===== src/sv/llf_pkg.sv =====
// Shared types for the least-laxity-first scheduler core.
// Holds the controller state, command and status structs. No dependencies.
`timescale 1ns / 1ps
`default_nettype none
package llf_pkg;

  typedef enum logic [2:0] {
    S_IDLE,
    S_LAX,
    S_ZCHK,
    S_SORT1,
    S_RUN,
    S_SORT2,
    S_OUT
  } state_t;

  // Commands from the controller to the datapath.
  typedef struct packed {
    logic arrive;
    logic start_tick;
    logic lax;
    logic phase_en;
    logic phase_odd;
    logic run;
    logic load_out;
  } cmd_t;

  // Status from the datapath to the controller.
  typedef struct packed {
    logic empty;
    logic any_zero;
    logic finished;
    logic out_free;
  } stat_t;

endpackage
`default_nettype wire


===== src/sv/llf_if.sv =====
// Valid/ready channel interfaces for the scheduler input and result words.
// Depends on nothing.
`timescale 1ns / 1ps
`default_nettype none
interface llf_in_if;
  logic        valid;
  logic        ready;
  logic        action;
  logic [7:0]  job_id;
  logic [15:0] deadline;
  logic [15:0] service_time;
  modport source (output valid, action, job_id, deadline, service_time, input ready);
  modport sink (input valid, action, job_id, deadline, service_time, output ready);
endinterface

interface llf_out_if;
  logic        valid;
  logic        ready;
  logic        ran_valid;
  logic [7:0]  ran_job;
  logic        job_finished;
  logic [15:0] tick_time;
  logic        overflow_seen;
  modport source (output valid, ran_valid, ran_job, job_finished, tick_time,
                  overflow_seen, input ready);
  modport sink (input valid, ran_valid, ran_job, job_finished, tick_time,
                overflow_seen, output ready);
endinterface
`default_nettype wire


===== src/sv/llf_datapath.sv =====
// Datapath: job queue registers, laxity compute, odd-even sort network,
// time counter and result register. Depends on llf_pkg.
`timescale 1ns / 1ps
`default_nettype none
module llf_datapath #(
  parameter int QUEUE_DEPTH = 16
) (
  input  wire logic           clk,
  input  wire logic           rst_n,
  input  wire llf_pkg::cmd_t  cmd,
  output llf_pkg::stat_t      stat,
  input  wire logic [7:0]     in_job_id,
  input  wire logic [15:0]    in_deadline,
  input  wire logic [15:0]    in_service_time,
  input  wire logic           out_ready,
  output logic                out_valid,
  output logic                out_ran_valid,
  output logic [7:0]          out_ran_job,
  output logic                out_job_finished,
  output logic [15:0]         out_tick_time,
  output logic                out_overflow_seen
);
  import llf_pkg::*;

  localparam int IW = (QUEUE_DEPTH > 1) ? $clog2(QUEUE_DEPTH) : 1;
  localparam int CW = $clog2(QUEUE_DEPTH + 1);

  logic [7:0]         id_r   [QUEUE_DEPTH];
  logic [15:0]        dl_r   [QUEUE_DEPTH];
  logic [15:0]        rem_r  [QUEUE_DEPTH];
  logic signed [17:0] lax_r  [QUEUE_DEPTH];
  logic [QUEUE_DEPTH-1:0] zero_r;
  logic [CW-1:0]      count_r;
  logic [15:0]        time_r;
  logic               ovf_r;
  logic               ran_valid_r, finished_r;
  logic [7:0]         ran_job_r;
  logic               out_valid_r;
  logic signed [17:0] lax_nxt [QUEUE_DEPTH];
  logic [QUEUE_DEPTH-1:0] zero_nxt;
  logic [QUEUE_DEPTH-1:0] swap;

  // Laxity of every entry against the current time, and its zero flag.
  always_comb begin
    for (int i = 0; i < QUEUE_DEPTH; i++) begin
      lax_nxt[i] = $signed({2'b00, dl_r[i]}) - $signed({2'b00, rem_r[i]})
                   - $signed({2'b00, time_r});
      zero_nxt[i] = (lax_nxt[i] == 18'sd0) && (CW'(i) < count_r);
    end
  end

  // Compare-exchange pairs of the current sort phase; strict compare keeps it stable.
  always_comb begin
    swap = '0;
    for (int i = 0; i < QUEUE_DEPTH - 1; i++) begin
      swap[i] = cmd.phase_en && ((i % 2) == int'(cmd.phase_odd))
                && (CW'(i + 1) < count_r) && (lax_r[i] > lax_r[i + 1]);
    end
  end

  // Queue entry storage.
  always_ff @(posedge clk) begin
    if (cmd.arrive && (count_r < CW'(QUEUE_DEPTH))) begin
      id_r[count_r[IW-1:0]]  <= in_job_id;
      dl_r[count_r[IW-1:0]]  <= in_deadline;
      rem_r[count_r[IW-1:0]] <= in_service_time;
    end
    if (cmd.lax) begin
      for (int i = 0; i < QUEUE_DEPTH; i++) lax_r[i] <= lax_nxt[i];
      zero_r <= zero_nxt;
    end
    // Pairs of one phase never overlap, so each pair exchanges on its own.
    if (cmd.phase_en) begin
      for (int i = 0; i < QUEUE_DEPTH - 1; i++) begin
        if (swap[i]) begin
          id_r[i] <= id_r[i + 1]; dl_r[i] <= dl_r[i + 1];
          rem_r[i] <= rem_r[i + 1]; lax_r[i] <= lax_r[i + 1];
          id_r[i + 1] <= id_r[i]; dl_r[i + 1] <= dl_r[i];
          rem_r[i + 1] <= rem_r[i]; lax_r[i + 1] <= lax_r[i];
        end
      end
    end
    if (cmd.run) begin
      if (stat.finished) begin
        for (int i = 0; i < QUEUE_DEPTH - 1; i++) begin
          id_r[i] <= id_r[i + 1]; dl_r[i] <= dl_r[i + 1];
          rem_r[i] <= rem_r[i + 1]; lax_r[i] <= lax_r[i + 1];
        end
      end else begin
        rem_r[0] <= rem_r[0] - 16'd1;
      end
    end
    if (cmd.start_tick) begin
      ran_valid_r <= 1'b0;
      ran_job_r   <= 8'd0;
      finished_r  <= 1'b0;
    end else if (cmd.run) begin
      ran_valid_r <= 1'b1;
      ran_job_r   <= id_r[0];
      finished_r  <= stat.finished;
    end
  end

  // Control registers: count, time, overflow flag, result valid.
  always_ff @(posedge clk) begin
    if (!rst_n) begin
      count_r     <= '0;
      time_r      <= '0;
      ovf_r       <= 1'b0;
      out_valid_r <= 1'b0;
    end else begin
      if (cmd.arrive) begin
        if (count_r < CW'(QUEUE_DEPTH)) count_r <= count_r + CW'(1);
        else ovf_r <= 1'b1;
      end
      if (cmd.run && stat.finished) count_r <= count_r - CW'(1);
      if (cmd.load_out) begin
        out_valid_r <= 1'b1;
        if (time_r != 16'hFFFF) time_r <= time_r + 16'd1;
      end else if (out_ready) begin
        out_valid_r <= 1'b0;
      end
    end
  end

  // Result word register, loaded once per tick.
  always_ff @(posedge clk) begin
    if (cmd.load_out) begin
      out_ran_valid     <= ran_valid_r;
      out_ran_job       <= ran_job_r;
      out_job_finished  <= finished_r;
      out_tick_time     <= time_r;
      out_overflow_seen <= ovf_r;
    end
  end

  assign out_valid      = out_valid_r;
  assign stat.empty     = (count_r == '0);
  assign stat.any_zero  = |zero_r;
  assign stat.finished  = (rem_r[0] <= 16'd1);
  assign stat.out_free  = !out_valid_r || out_ready;

endmodule
`default_nettype wire


===== src/sv/llf_ctrl.sv =====
// Controller state machine sequencing arrivals and the tick steps.
// Depends on llf_pkg.
`timescale 1ns / 1ps
`default_nettype none
module llf_ctrl #(
  parameter int QUEUE_DEPTH = 16
) (
  input  wire logic            clk,
  input  wire logic            rst_n,
  input  wire logic            in_valid,
  input  wire logic            in_action,
  output logic                 in_ready,
  input  wire llf_pkg::stat_t  stat,
  output llf_pkg::cmd_t        cmd
);
  import llf_pkg::*;

  localparam int PW = $clog2(QUEUE_DEPTH + 1);

  state_t        state_r, state_nxt;
  logic [PW-1:0] phase_r, phase_nxt;
  logic          phase_done;

  assign phase_done = (phase_r == PW'(QUEUE_DEPTH - 1));

  // Next state.
  always_comb begin
    state_nxt = state_r;
    unique case (state_r)
      S_IDLE:  if (in_valid && in_action) state_nxt = stat.empty ? S_OUT : S_LAX;
      S_LAX:   state_nxt = S_ZCHK;
      S_ZCHK:  state_nxt = stat.any_zero ? S_SORT1 : S_RUN;
      S_SORT1: if (phase_done) state_nxt = S_RUN;
      S_RUN:   state_nxt = stat.finished ? S_SORT2 : S_OUT;
      S_SORT2: if (phase_done) state_nxt = S_OUT;
      S_OUT:   if (stat.out_free) state_nxt = S_IDLE;
      default: state_nxt = S_IDLE;
    endcase
  end

  // Sort phase counter.
  always_comb begin
    phase_nxt = '0;
    if ((state_r == S_SORT1 || state_r == S_SORT2) && !phase_done)
      phase_nxt = phase_r + PW'(1);
  end

  always_ff @(posedge clk) begin
    if (!rst_n) begin
      state_r <= S_IDLE;
      phase_r <= '0;
    end else begin
      state_r <= state_nxt;
      phase_r <= phase_nxt;
    end
  end

  // Outputs.
  always_comb begin
    cmd = '0;
    in_ready = 1'b0;
    unique case (state_r)
      S_IDLE: begin
        in_ready = 1'b1;
        cmd.arrive = in_valid && !in_action;
        cmd.start_tick = in_valid && in_action;
      end
      S_LAX:   cmd.lax = 1'b1;
      S_SORT1, S_SORT2: begin
        cmd.phase_en = 1'b1;
        cmd.phase_odd = phase_r[0];
      end
      S_RUN:   cmd.run = 1'b1;
      S_OUT:   cmd.load_out = stat.out_free;
      default: cmd = '0;
    endcase
  end

endmodule
`default_nettype wire


===== src/sv/least_laxity_first_scheduler_core.sv =====
// Top level of the least-laxity-first scheduler: controller plus datapath.
// Depends on llf_pkg, llf_if, llf_ctrl and llf_datapath.
//
//   channel  dir  modport  word
//   in_ch    in   sink     action, job_id, deadline, service_time
//   out_ch   out  source   ran_valid, ran_job, job_finished, tick_time, overflow_seen
//
// An arrival is taken in the idle step. A tick on an empty queue only loads the
// result; else it computes laxities, runs the head job and loads the result, with
// an odd-even sort pass before the run if any laxity is zero, after it if it finishes.
// rst_n is synchronous; the queue entries themselves are not reset.
// A stalled result holds the block in its output step until taken.
`timescale 1ns / 1ps
`default_nettype none
module least_laxity_first_scheduler_core #(
  parameter int QUEUE_DEPTH = 16
) (
  input wire logic  clk,
  input wire logic  rst_n,
  llf_in_if.sink    in_ch,
  llf_out_if.source out_ch
);
  import llf_pkg::*;

  cmd_t  cmd;
  stat_t stat;

  llf_ctrl #(.QUEUE_DEPTH(QUEUE_DEPTH)) u_ctrl (
    .clk(clk), .rst_n(rst_n),
    .in_valid(in_ch.valid), .in_action(in_ch.action), .in_ready(in_ch.ready),
    .stat(stat), .cmd(cmd)
  );

  llf_datapath #(.QUEUE_DEPTH(QUEUE_DEPTH)) u_dp (
    .clk(clk), .rst_n(rst_n), .cmd(cmd), .stat(stat),
    .in_job_id(in_ch.job_id), .in_deadline(in_ch.deadline),
    .in_service_time(in_ch.service_time),
    .out_ready(out_ch.ready), .out_valid(out_ch.valid),
    .out_ran_valid(out_ch.ran_valid), .out_ran_job(out_ch.ran_job),
    .out_job_finished(out_ch.job_finished), .out_tick_time(out_ch.tick_time),
    .out_overflow_seen(out_ch.overflow_seen)
  );

  // Only one datapath step is commanded in any cycle.
  a_one_step: assert property (@(posedge clk) disable iff (!rst_n)
    $onehot0({cmd.arrive, cmd.start_tick, cmd.lax, cmd.phase_en, cmd.run, cmd.load_out}))
    else $error("more than one datapath step commanded");

  // A job never runs on an empty queue.
  a_run_nonempty: assert property (@(posedge clk) disable iff (!rst_n)
    cmd.run |-> !stat.empty)
    else $error("run commanded on empty queue");

  // After a tick is accepted the input is closed until its result is loaded.
  a_tick_blocks: assert property (@(posedge clk) disable iff (!rst_n)
    cmd.start_tick |=> !in_ch.ready)
    else $error("input open during tick");

  // A result is only loaded when the output register can take it.
  a_load_free: assert property (@(posedge clk) disable iff (!rst_n)
    cmd.load_out |-> stat.out_free)
    else $error("result loaded over a pending word");

endmodule
`default_nettype wire


===== src/flat_wrapper.sv =====
// flat-port wrapper written by rule: the top's interface ports become plain ports
module least_laxity_first_scheduler_core_flat import llf_pkg::*;
#(
  parameter int QUEUE_DEPTH = 16
)
  (clk, rst_n, in_ch_valid, in_ch_action, in_ch_job_id, in_ch_deadline, in_ch_service_time, in_ch_ready, out_ch_valid, out_ch_ran_valid, out_ch_ran_job, out_ch_job_finished, out_ch_tick_time, out_ch_overflow_seen, out_ch_ready);
  llf_in_if in_ch_i ();
  llf_out_if out_ch_i ();
  input wire logic clk;
  input wire logic rst_n;
  input wire logic [$bits(in_ch_i.valid)-1:0] in_ch_valid;
  input wire logic [$bits(in_ch_i.action)-1:0] in_ch_action;
  input wire logic [$bits(in_ch_i.job_id)-1:0] in_ch_job_id;
  input wire logic [$bits(in_ch_i.deadline)-1:0] in_ch_deadline;
  input wire logic [$bits(in_ch_i.service_time)-1:0] in_ch_service_time;
  output wire logic [$bits(in_ch_i.ready)-1:0] in_ch_ready;
  output wire logic [$bits(out_ch_i.valid)-1:0] out_ch_valid;
  output wire logic [$bits(out_ch_i.ran_valid)-1:0] out_ch_ran_valid;
  output wire logic [$bits(out_ch_i.ran_job)-1:0] out_ch_ran_job;
  output wire logic [$bits(out_ch_i.job_finished)-1:0] out_ch_job_finished;
  output wire logic [$bits(out_ch_i.tick_time)-1:0] out_ch_tick_time;
  output wire logic [$bits(out_ch_i.overflow_seen)-1:0] out_ch_overflow_seen;
  input wire logic [$bits(out_ch_i.ready)-1:0] out_ch_ready;
  assign in_ch_i.valid = in_ch_valid;
  assign in_ch_i.action = in_ch_action;
  assign in_ch_i.job_id = in_ch_job_id;
  assign in_ch_i.deadline = in_ch_deadline;
  assign in_ch_i.service_time = in_ch_service_time;
  assign in_ch_ready = in_ch_i.ready;
  assign out_ch_valid = out_ch_i.valid;
  assign out_ch_ran_valid = out_ch_i.ran_valid;
  assign out_ch_ran_job = out_ch_i.ran_job;
  assign out_ch_job_finished = out_ch_i.job_finished;
  assign out_ch_tick_time = out_ch_i.tick_time;
  assign out_ch_overflow_seen = out_ch_i.overflow_seen;
  assign out_ch_i.ready = out_ch_ready;
  least_laxity_first_scheduler_core #(.QUEUE_DEPTH(QUEUE_DEPTH)) u_core (.clk(clk), .rst_n(rst_n), .in_ch(in_ch_i), .out_ch(out_ch_i));
endmodule

===== config.mk =====
export PLATFORM = sky130hd
export DESIGN_NAME = least_laxity_first_scheduler_core_flat
export DESIGN_NICKNAME = d
export VERILOG_FILES = /design/src/sv/llf_pkg.sv /design/src/sv/llf_if.sv /design/src/sv/llf_datapath.sv /design/src/sv/llf_ctrl.sv /design/src/sv/least_laxity_first_scheduler_core.sv /design/src/flat_wrapper.sv
export SDC_FILE = /design/constraint.sdc
export NUM_CORES = 2
export LEC_CHECK = 0
export CORE_MARGIN = 1.5
export CORE_UTILIZATION = 45
export DETAILED_ROUTE_END_ITERATION = 12
export DONT_BUFFER_PORTS = 1
export PLACE_DENSITY = 0.62
export SLEW_MARGIN = 30
export SYNTH_ARGS = -nofsm -noshare
export SYNTH_HDL_FRONTEND = slang
export SYNTH_SLANG_ARGS = --single-unit

===== constraint.sdc =====
create_clock -name clk -period 9.4 [get_ports clk]
set_clock_uncertainty 0.05 [all_clocks]
set_input_delay 1.41 -clock clk [delete_from_list [all_inputs] [get_ports clk]]
set_output_delay 1.41 -clock clk [all_outputs]
set_load 0.05 [all_outputs]

==> metrics.md <==
| Metric | Value |
|---|---|
| R2r startpoint | `u_core.u_dp.rem_r[0][1]$_DFFE_PP_` |
| CORE AREA | `0.1697 sq mm` |
| Yosys warnings | `0` |
| DR vias | `67366` |
| Ys async rst share | `0` |
| H-tree levels | `3` |
| Hold Crit Class | `reg -> reg` |
| Seq/Total Area, Yosys | `0.3894` |
| Outcome | `complete, no violations` |
| Post-synth top area cell | `edfxtp_1` |
| Worst-skew pair later-pin latency | `0.84 ns` |
| CTS Buf Count | `118` |
| WL/cell | `28.41 um` |
| Layout Nets | `9149` |
| Vias in the first global route | `62603` |
| Initial Utilization | `0.4538` |
| Commonest cells after routing, fill and taps aside | `nand2_1, edfxtp_1, ha_1, inv_1, o21ai_0` |
| Post-synth EDFFs | `971` |
| Static leakage | `33.97 nW` |
| Drt first pass iters | `6` |
| Startpoint Class | `flip-flop` |
| Syn Inst Count | `8394` |
| Max Freq | `185.9 MHz` |
| CTS clock-pin slew for the worst setup and hold paths | `0.06 ns` |
| Synth Cell Area | `0.07699 sq mm` |
| Final hold violations | `0` |
| Antenna violations before repair | `11` |
| Worst-Margin Slew | `1.087 ns` |
| Max-cap violations | `0` |
| Worst IR drop on VDD | `241.5 uV` |
| Type of the worst setup path | `reg -> reg` |
| Total GRT Usage | `0.3357` |
| Die area | `0.1736 sq mm` |
| CP Launch Point | `u_core.u_dp.rem_r[0][1]$_DFFE_PP_` |
| Final WL | `301.2 mm` |
| Initial DRC Count | `9343` |
| IO Pins | `74` |
| Slew Limit Headroom | `0.2709` |
| Row count | `151` |
| DRT antenna net count | `0` |
| Hold path startpoint | `u_core.u_dp.ran_valid_r$_SDFFE_PP0N_` |
| RSZ-0062 raised after global routing | `false` |
| Seq cells post-synth | `1012` |
| Chip height | `416.6 um` |
| Detailed-route vias per instance | `6.353` |
| Clk buf depth | `3` |
| Die W | `416.6 um` |
| WP data required | `9.88 ns` |
| Clk sinks | `1012` |
| Crit path DAT | `5.86 ns` |
| Port Buffers | `0` |
| Gr ovfl total | `0` |
| Final Setup Violations | `0` |
| Final GP Congestion | `1.006` |
| CTS Hold Buffers Added | `0` |
| Largest net degree at the start of global routing | `77` |
| CTS root buf | `clkbuf_16` |
| # DRC | `0` |
| Area Growth Syn to Fin | `8.457%` |
| Post-DP HPWL | `235.2 mm` |
| Most common cell after layout, fill and taps aside | `nand2_1` |
| Power Dens Cells | `189.9 mW/mm^2` |
| Top FF cell, synth | `edfxtp_1` |
| Global-route wire length before repair | `428.6 mm` |
| Post-CTS Setup Inserts | `0` |
| Layout cells sized above 1 | `0.05750` |
| CP max FO | `38` |
| Cells resized by post-CTS repair | `0` |
| Synth top area share | `0.3787` |
| Period Utilization, post-route | `0.5721` |
| Crit path time final | `5.378 ns` |
| Avg Inst Size Synth | `9.172 sq um` |
| Final hold slack | `0.3857 ns` |
| Final Power | `15.86 mW` |
| Worst setup EP type | `flip-flop` |
| Setup TNS | `0 ns` |
| Final max-slew violation count | `0` |
| Yosys cell types | `92` |
| Dominant cells by area after synthesis | `edfxtp_1, ha_1, nand2_1` |
| Synthesized Nets | `9262` |
| CTS tree | `yes` |
-- registers in the layout (all words and copies together) (netlist names), 3 cells and up --
register	count
u_core.u_dp.lax_r	288
u_core.u_dp.dl_r	256
u_core.u_dp.rem_r	256
u_core.u_dp.id_r	128
u_core.u_dp.out_tick_time	16
u_core.u_dp.time_r	16
u_core.u_dp.zero_r	16
u_core.u_dp.out_ran_job	8
u_core.u_dp.ran_job_r	8
u_core.u_ctrl.phase_r	5
u_core.u_dp.count_r	5
u_core.u_ctrl.state_r	3
-- worst max-delay path, stage by stage, from the launching register on --
cell and delay (ns):
edfxtp_1 0.44, inv_1 0.14, ha_1 0.24, o21ai_0 0.38
nor2_1 0.15, nand4_1 0.12, buf_4 0.58, nand3_2 0.72
buf_4 0.53, nor2_2 0.70, buf_4 0.46, o21ai_2 0.15
buf_4 0.29
-- cell families after synthesis --
logic type,count (synthesis),share of synthesized area
AOI/OAI and AO/OA,2453,0.2031
and+or+nand+nor,2345,0.1361
buffers and inverters,1093,0.05402
DFF,1012,0.3894
adders and majority gates,823,0.1369
xor gates and xnor gates,431,0.04903
muxes,237,0.03149
-- layer usage --
| metal | up-vias | track usage | part of all wire |
|---|---|---|---|
| li1 | 30420 | - | - |
| met1 | 32834 | 0.4865 | 0.43 |
| met2 | 3599 | 0.4743 | 0.41 |
| met3 | 495 | 0.1092 | 0.13 |
| met4 | 18 | 0.09266 | 0.029 |
| met5 | - | 0 | 0.00050 |
-- power by group --
| part | internal [mW] | switching [mW] | leakage (nW) |
|---|---|---|---|
| clock | 2.54 | 2.10 | 1.82 |
| combinational | 1.80 | 3.37 | 23.0 |
| sequential | 5.60 | 0.448 | 9.11 |
-- synthesized netlist by cell type, types with 108 or more instances --
cell type	count
edfxtp_1	971
mux2i_1	195
a21o_1	173
inv_1	726
o22ai_1	115
a21oi_1	547
clkbuf_1	297
nor3_1	116
nor2_1	638
xnor2_1	316
a22oi_1	312
nor2b_1	108
xor2_1	115
ha_1	791
o21ai_0	684
nand2_1	1025
-- final cells by class --
type                            count  area [sq um]
Timing Repair Buffer              132          1003
Multi-Input combinational cell   6289         43250
Sequential cell                  1012         29980
Tap cell                         2218          2775
Clock buffer                      164          3196
Fill cell                       15824         86160
Antenna cell                        2         5.005
Clock inverter                     58         561.8
Inverter                          728          2733
-- per-stage QoR --
step / std cells / setup WS [ns] / instance area [sq um] / utilization
floorplan: 8394 / 3.222 / 76990 / -
global placement: 10378 / 4.263 / 79670 / 0.4696
detailed placement: 10379 / 4.180 / 79730 / 0.4699
CTS: 10601 / 4.188 / 83480 / 0.4921
global route: 10601 / 3.807 / 83500 / 0.4922
finish: 10603 / 4.022 / 83510 / 0.4922
-- worst paths after layout --
path,to,slack (ns),cells after the start
max,u_core.u_dp.dl_r[9][1]$_DFFE_PP_,4.02,12
min,u_core.u_dp.out_ran_valid$_DFFE_PP_,0.39,0
max reg2reg,u_core.u_dp.dl_r[9][1]$_DFFE_PP_,4.02,12
min reg2reg,u_core.u_dp.out_ran_valid$_DFFE_PP_,0.39,0
Power figures use the tool's default switching activity.
